<file path="config.mk">
export PLATFORM = sky130hd
export DESIGN_NAME = dkct_ctrl
export DESIGN_NICKNAME = d
export VERILOG_FILES = /design/src/rtl/core/dkct_pkg.sv /design/src/rtl/core/dkct_ctrl.sv
export VERILOG_INCLUDE_DIRS = /design/src /design/src/rtl/core
export SDC_FILE = /design/constraint.sdc
export NUM_CORES = 1
export LEC_CHECK = 0
export BUFFER_PORTS_ARGS = -buffer_cell sky130_fd_sc_hd__buf_2
export CAP_MARGIN = 20
export CORE_AREA = 2 2 39 41
export CTS_CLUSTER_DIAMETER = 50
export DETAILED_ROUTE_END_ITERATION = 8
export DIE_AREA = 0 0 41 43
export HOLD_SLACK_MARGIN = 0.03
export PLACE_DENSITY = 0.35
export REMOVE_ABC_BUFFERS = 1
export SETUP_SLACK_MARGIN = 0.02
export SLEW_MARGIN = 10
export SYNTH_ARGS = -nofsm -noshare
export SYNTH_HDL_FRONTEND = slang
export SYNTH_SLANG_ARGS = --single-unit
</file>
<file path="constraint.sdc">
create_clock -name aclk -period 2.5 [get_ports aclk]
set_input_delay 0.125 -clock aclk [delete_from_list [all_inputs] [get_ports aclk]]
set_output_delay 0.125 -clock aclk [all_outputs]
set_load 0.02 [all_outputs]
</file>
<file path="src/rtl/core/assert_macros.svh">
// assertion macros shared by the core modules
`ifndef ASSERT_MACROS_SVH
`define ASSERT_MACROS_SVH

`ifndef SYNTH
`define DKCT_ASSERT(lbl, clk, rstn, prop, msg) \
    lbl: assert property (@(posedge clk) disable iff (!rstn) prop) else $error(msg);
`define DKCT_NEVER(lbl, clk, rstn, expr, msg) \
    lbl: assert property (@(posedge clk) disable iff (!rstn) !(expr)) else $error(msg);
`else
`define DKCT_ASSERT(lbl, clk, rstn, prop, msg)
`define DKCT_NEVER(lbl, clk, rstn, expr, msg)
`endif

`endif

</file>
<file path="src/rtl/core/dkct_pkg.sv">
// shared types and constants of the distinct key count tables
package dkct_pkg;

    localparam int KEY_W           = 64;
    localparam int CNT_W           = 16;
    localparam int HOST_SLOT_OUT_W = 7;
    localparam int PROC_SLOT_OUT_W = 9;
    localparam int S_TDATA_W       = 5 * KEY_W;
    localparam int M_FIELDS_W      = 4 + HOST_SLOT_OUT_W + PROC_SLOT_OUT_W + 2 * CNT_W;
    localparam int M_TDATA_W       = 56;
    localparam int M_PAD_W         = M_TDATA_W - M_FIELDS_W;
    localparam int APB_ADDR_W      = 4;
    localparam int APB_DATA_W      = 64;

    localparam logic [CNT_W-1:0] CNT_MAX = {CNT_W{1'b1}};

    // input field offsets in s_tdata
    localparam int OFS_PREFIX  = 0;
    localparam int OFS_VERSION = KEY_W;
    localparam int OFS_KIND    = 2 * KEY_W;
    localparam int OFS_RELEASE = 3 * KEY_W;
    localparam int OFS_HOST    = 4 * KEY_W;

    // register select, paddr bit 3
    localparam logic REG_PREFIX  = 1'b0;
    localparam logic REG_VERSION = 1'b1;

    typedef struct packed {
        logic load_in;
        logic start;
        logic commit;
        logic load_out;
    } dkct_cmd_t;

    typedef struct packed {
        logic matched;
        logic host_done;
        logic proc_done;
        logic out_free;
    } dkct_stat_t;

    typedef struct packed {
        logic start;
        logic commit;
    } dkct_tcmd_t;

endpackage

</file>
<file path="src/rtl/core/dkct_ctrl.sv">
// controller sequencing accept, match check, table scans and commit (matching records only) and result transfer
`include "assert_macros.svh"

module dkct_ctrl (
    input  logic                 aclk,
    input  logic                 aresetn,
    input  logic                 s_tvalid,
    output logic                 s_tready,
    input  dkct_pkg::dkct_stat_t stat,
    output dkct_pkg::dkct_cmd_t  cmd
);
    import dkct_pkg::*;

    typedef enum logic [2:0] {
        ST_IDLE,
        ST_CHECK,
        ST_SCAN,
        ST_COMMIT,
        ST_EMIT
    } state_t;

    state_t state_reg;
    logic   s_tready_reg;

    always_ff @(posedge aclk) begin
        if (!aresetn) begin
            state_reg    <= ST_IDLE;
            s_tready_reg <= 1'b1;
        end else begin
            case (state_reg)
                ST_IDLE: begin
                    if (s_tvalid && s_tready_reg) begin
                        state_reg    <= ST_CHECK;
                        s_tready_reg <= 1'b0;
                    end
                end
                ST_CHECK: begin
                    state_reg <= stat.matched ? ST_SCAN : ST_EMIT;
                end
                ST_SCAN: begin
                    if (stat.host_done && stat.proc_done) begin
                        state_reg <= ST_COMMIT;
                    end
                end
                ST_COMMIT: begin
                    state_reg <= ST_EMIT;
                end
                ST_EMIT: begin
                    if (stat.out_free) begin
                        state_reg    <= ST_IDLE;
                        s_tready_reg <= 1'b1;
                    end
                end
                default: begin
                    state_reg    <= ST_IDLE;
                    s_tready_reg <= 1'b1;
                end
            endcase
        end
    end

    assign s_tready     = s_tready_reg;
    assign cmd.load_in  = (state_reg == ST_IDLE) && s_tvalid && s_tready_reg;
    assign cmd.start    = (state_reg == ST_CHECK) && stat.matched;
    assign cmd.commit   = (state_reg == ST_COMMIT);
    assign cmd.load_out = (state_reg == ST_EMIT) && stat.out_free;

    `DKCT_ASSERT(a_commit_after_scans, aclk, aresetn,
                 cmd.commit |-> $past(stat.host_done && stat.proc_done), "commit without scans")
    `DKCT_ASSERT(a_ready_idle, aclk, aresetn, s_tready_reg |-> (state_reg == ST_IDLE),
                 "ready outside idle")
    `DKCT_ASSERT(a_accept_check, aclk, aresetn,
                 cmd.load_in |=> ((state_reg == ST_CHECK) && !s_tready_reg),
                 "accepted transfer not checked")

endmodule
</file>
==> flow_summary.yaml, run 1 <==
placement:
  portBuffers: 11
  pre_cts_slack_ns: 1.39
  place.gp.congestion: 0.565
  dp_hpwl_um: 424
sta:
  setup_slack_ns: 1.18
  worstMarginPinSlew_ns: 0.283
  slew-limit-headroom_pct: 81.1
  period_share_pct: 53.0
  timing.fmax_ghz: 0.755
  timing.setup.tns_ns: 0
  holdWs_ns: 0.124
  rsz0062_at_grt: "no"
  slew_viol_final: 0
  setup-violations-final: 0
  period_needed_ns: 1.32
  skew_ns: 0.00389
  hold_viol: 0
synthesis:
  ys_seq_area_share_pct: 34.8
  synth_warnings: 0
  synth_common_cells: "4 x dfxtp_1, 2 x and3b_2, 2 x nand2_1, 2 x nor3b_1, 2 x nor4_1"
  synth.distinct_cells: 18
  synth_top_area_cell: "dfxtp_1"
  avgSynthCellArea_um2: 9.21
  synth_ff_type: "dfxtp_1"
  syn_area_um2: 230
  yosysTopAreaCellShare_pct: 34.8
  yosys-top-cells-area: "dfxtp_1 35%, and3b_2 8.7%, nor3b_1 6.5%"
  synth-seq-cells: 4
  yosysMostFrequentCell: "dfxtp_1"
  synth_edf_count: 0
  async_flop_share_pct: 0
  synth_cells: 25
finish:
  syn2layout_area_growth_pct: 35.3
  largest_reg_flops: 3
  fill_cells: 153
  multi_input_area_um2: 134
  drive_above_1_share_pct: 45.9
  seq_area_um2: 80.1
  antenna_cells: 0
  nNetsFinal: 46
die:
  die_w_um: 41
  initial_utilization_pct: 16.6
  dieArea_mm2: 0.00176
  ios: 12
  die_h_um: 43
  rows: 14
  coreArea_mm2: 0.00138
power:
  p_sw_share_pct: 26.8
  p_leak_nw: 0.138
  combPwrFrac_pct: 17.4
  internal_power_mw: 0.139
  ir_worst_vdd_v: 0.000162
  p_per_area_mw_per_mm2: 610
  clkPwrFrac_pct: 42.0
  netSwitchingPower_mw: 0.0509
  seq_power_share_pct: 40.6
worst_setup_path:
  worst_ep_arrival_time_ns: 1.20
  path_class: "flop to output port"
  end_kind: "output port"
  critPathMaxFanout: 10
  r2r-start: "state_reg[0]"
  r2r_end: "s_tready"
  rr_worst_depth: 3
  r2r_slack_ns: 1.39
  startpoint_type: "flop"
  required_ns: 2.38
grt:
  grt_pass1_wl_um: 703
  grt_overflow: 0
  antenna_found_initial: 0
  grt_max_degree: 11
  grtUsageTotal_pct: 6.42
  grt_pass1_vias: 177
clock_network:
  clk_latency_ns: 0.23
  cts_buffers: 3
  tritoncts: "done"
  post_cts_resize_count: 0
  postCtsSetupRepairBufs: 0
  h-tree-depth: 1
  clk_pin_slew_worst_paths_ns: 0.04
  clockBufferDepth: 2
  cts_hold_buf: 0
  clockRootBuffer: "clkbuf_4"
  clock_sinks: 4
min_path:
  holdPathEnd: "s_tready"
  worstHoldStart: "aresetn"
  hold_path_depth: 2
  worstHoldPathType: "primary input to flop"
drt:
  first_pass_iters: 2
  ant_nets: 0
  routed_via_density: 4.13
  drt_wl_total_um: 535
  routedWlPerCell_um: 10.1
  drc: 0
  vias: 219
  drtIter0Drc: 1
run:
  maxCapViolCount: 0
outcome:
  status: "finished, final reports clean"
-- power by group through the flow --
stage	sequential, mW	clock [mW]	combinational (mW)
6_report	0.0771	0.0798	0.0332
3_3_place_gp	0.0778	0	0.0328
3_5_place_dp	0.0781	0	0.0333
4_1_cts	0.0771	0.0850	0.0335
2_1_floorplan	0.0788	0	0.0186
5_1_grt	0.0787	0.0833	0.0364
-- metrics by stage --
| step | std cells | instance area, um2 | total power [mW] | utilization [%] |
|---|---|---|---|---|
| 6_report | 53 | 312 | 0.190 | 22.5 |
| 5_1_grt | 53 | 312 | 0.198 | 22.5 |
| 4_1_cts | 53 | 312 | 0.196 | 22.5 |
| 3_5_place_dp | 50 | 289 | 0.111 | 20.9 |
| 3_3_place_gp | 50 | 289 | 0.111 | 20.9 |
| 2_1_floorplan | 23 | 214 | 0.0974 | - |
-- metal layers --
layer | vias to the layer above | global-route usage, % | wire, um
met5 | - | 0 | 0
met4 | 0 | 6.00 | 0
met3 | 0 | 3.14 | 77
met2 | 10 | 7.50 | 227
met1 | 91 | 8.01 | 231
li1 | 118 | - | -
-- cell families (layout without fill, tap and decap cells) --
logic type	after synthesis	after routing	share of synthesized area [%]
buffers and inverters	2	14	7.06
AND/OR/NAND/NOR	14	14	44.0
multiplexers	1	1	4.35
flip-flops	4	4	34.8
AO/OA/AOI/OAI	4	4	9.78
-- layout by cell type (no fill, tap or decap), types with 2 or more instances in the layout --
cell type  netlist  final
nor4_1           2      2
buf_2            1     11
nor3b_1          2      2
and3b_2          2      2
nand2_1          2      2
dfxtp_1          4      4
clkbuf_4         0      3
-- cell type report --
class	count	area share, %
Clock buffer	3	7.23
Multi-Input combinational cell	19	43.0
Sequential cell	4	25.7
Tap cell	16	6.43
Timing Repair Buffer	11	17.7
-- critical path, stage by stage, from the launching register on --
cell and delay (ns):
dfxtp_1 0.47, nor2b_1 0.12, and3b_2 0.22, buf_2 0.15
-- worst max-delay path by stage --
stage | end | cells past startpoint | slack (ns) | from
floorplan | cmd[3] | 2 | 1.19 | s_tready
global placement | s_tready | 3 | 1.41 | state_reg[0]
detailed placement | s_tready | 3 | 1.39 | state_reg[0]
CTS | cmd[2] | 3 | 1.17 | state_reg[1]
global route | cmd[2] | 3 | 1.12 | state_reg[1]
finish | cmd[2] | 3 | 1.18 | state_reg[1]
(Power assumes the default switching activity.)
==> run 2: changes to the inputs <==
- clock period: 2.5 -> 1.4 ns (I/O delays scaled with it)
==> run 2 against run 1 <==
  * Clock power grew 80%
  * Wire length shrank 1.3%
  * Largest power group unchanged
  * Combinational power grew 75%
  * Highest routed layer unchanged
  * Critical path type unchanged
  * Largest cell class unchanged
  * Non-clock buffer count is the same
  * Clock skew grew 0.0016 ns
  * Via count grew 0.91%
==> flow_summary.yaml, run 2 (same netlist as run 1, synthesis figures left out) <==
outcome:
  status: "finished, final reports clean"
clock_network:
  post_cts_resize_count: 0
  clk_latency_ns: 0.24
  clock_sinks: 4
  postCtsSetupRepairBufs: 0
  clk_pin_slew_worst_paths_ns: 0.04
  h-tree-depth: 1
  cts_buffers: 3
  clockBufferDepth: 2
  clockRootBuffer: "clkbuf_4"
  cts_hold_buf: 0
  tritoncts: "done"
grt:
  grt_overflow: 0
  grt_pass1_wl_um: 724
  grtUsageTotal_pct: 6.73
  antenna_found_initial: 0
  grt_pass1_vias: 193
  grt_max_degree: 11
worst_setup_path:
  cpMaxStageDelayCell: "dfxtp_1"
  cp_num_cells: 3
  r2r_slack_ns: 0.29
  path_class: "flop to output port"
  required_ns: 1.33
  cp_top_family: "flip-flops"
  worstSetupStartpoint: "state_reg[1]"
  critPathMaxFanout: 10
  startpoint_type: "flop"
  r2r-start: "state_reg[0]"
  path_buf_inv: 1
  end_kind: "output port"
  path_cells: "nor2b_1 -> and3b_2 -> buf_2"
  max_stage_delay_ns: 0.48
  r2r_end: "s_tready"
  worst_ep_arrival_time_ns: 1.20
  rr_worst_depth: 3
placement:
  dp.cells: 50
  dpl_cell_area_um2: 289
  place.gp.congestion: 0.567
  pre_cts_slack_ns: 0.293
  portBuffers: 11
die:
  die_h_um: 43
  die_w_um: 41
  dieArea_mm2: 0.00176
  ios: 12
  initial_utilization_pct: 16.6
  coreArea_mm2: 0.00138
  rows: 14
sta:
  hold_viol: 0
  period_needed_ns: 1.27
  skew_ns: 0.00548
  slew_viol_final: 0
  worstMarginPinSlew_ns: 0.297
  timing.fmax_ghz: 0.786
  setup-violations-final: 0
  setup_slack_ns: 0.127
  period_share_pct: 90.9
  slew-limit-headroom_pct: 80.2
  rsz0062_at_grt: "no"
  timing.setup.tns_ns: 0
power:
  seq_power_share_pct: 40.5
  combPwrFrac_pct: 17.1
  netSwitchingPower_mw: 0.0915
  clkPwrFrac_pct: 42.3
  internal_power_mw: 0.249
  p_total_mw: 0.340
  p_sw_share_pct: 26.9
  p_per_area_mw_per_mm2: 1090
  p_leak_nw: 0.138
  ir_worst_vdd_v: 0.000264
drt:
  routedWlPerCell_um: 9.96
  drtIter0Drc: 0
  vias: 221
  ant_nets: 0
  routed_via_density: 4.17
  drt_wl_total_um: 528
  drc: 0
  first_pass_iters: 1
min_path:
  holdPathEnd: "s_tready"
  worstHoldPathType: "primary input to flop"
  worstHoldStart: "aresetn"
  hold_path_depth: 2
run:
  maxCapViolCount: 0
finish:
  antenna_cells: 0
  largest_reg_flops: 3
  design_area_um2: 312
  drive_above_1_share_pct: 45.9
  stdcell_count: 53
  layout_common_cells: "11 x buf_2, 4 x dfxtp_1, 3 x clkbuf_4"
  syn2layout_area_growth_pct: 35.3
  nNetsFinal: 46
  layout_commonest_cell: "buf_2"
-- run 2: power by group through the flow --
stage,combinational [mW],sequential [mW],clock [mW]
after global placement,0.0586,0.139,0
after floorplan,0.0332,0.141,0
final,0.0582,0.138,0.144
after detailed placement,0.0588,0.140,0
after global routing,0.0654,0.140,0.153
after CTS,0.0591,0.138,0.154
-- run 2: cell type report --
| type | count | area [um2] |
|---|---|---|
| well taps | 16 | 20.0 |
| repair buffers | 11 | 55.1 |
| multi-input cells | 19 | 134 |
| fillers | 156 | 1070 |
| clock buffers | 3 | 22.5 |
| flip-flops and latches | 4 | 80.1 |
-- run 2: worst register-to-register path: stages, from the launching register on --
cell and delay, ns:
dfxtp_1 0.38, or3b_1 0.39, a21oi_1 0.15, o21ai_1 0.07
-- run 2: layer usage --
metal	GRT usage (%)	vias up	wire, um
li1	-	118	-
met1	6.43	93	234
met2	9.06	10	229
met3	3.14	0	64
met4	8.00	0	0
met5	0	-	0
-- run 2: worst max path at each step --
stage               endpoint  slack [ns]
finish                cmd[2]        0.13
CTS                   cmd[2]        0.11
global route          cmd[2]        0.04
detailed placement  s_tready        0.29
floorplan             cmd[3]        0.15
global placement    s_tready        0.31
-- run 2: metrics by stage --
stage	util [%]	hold slack (ns)
2_1_floorplan	-	0.150
3_3_place_gp	20.9	0.295
3_5_place_dp	20.9	0.305
4_1_cts	22.5	0.0587
5_1_grt	22.5	0.0846
6_report	22.5	0.0635
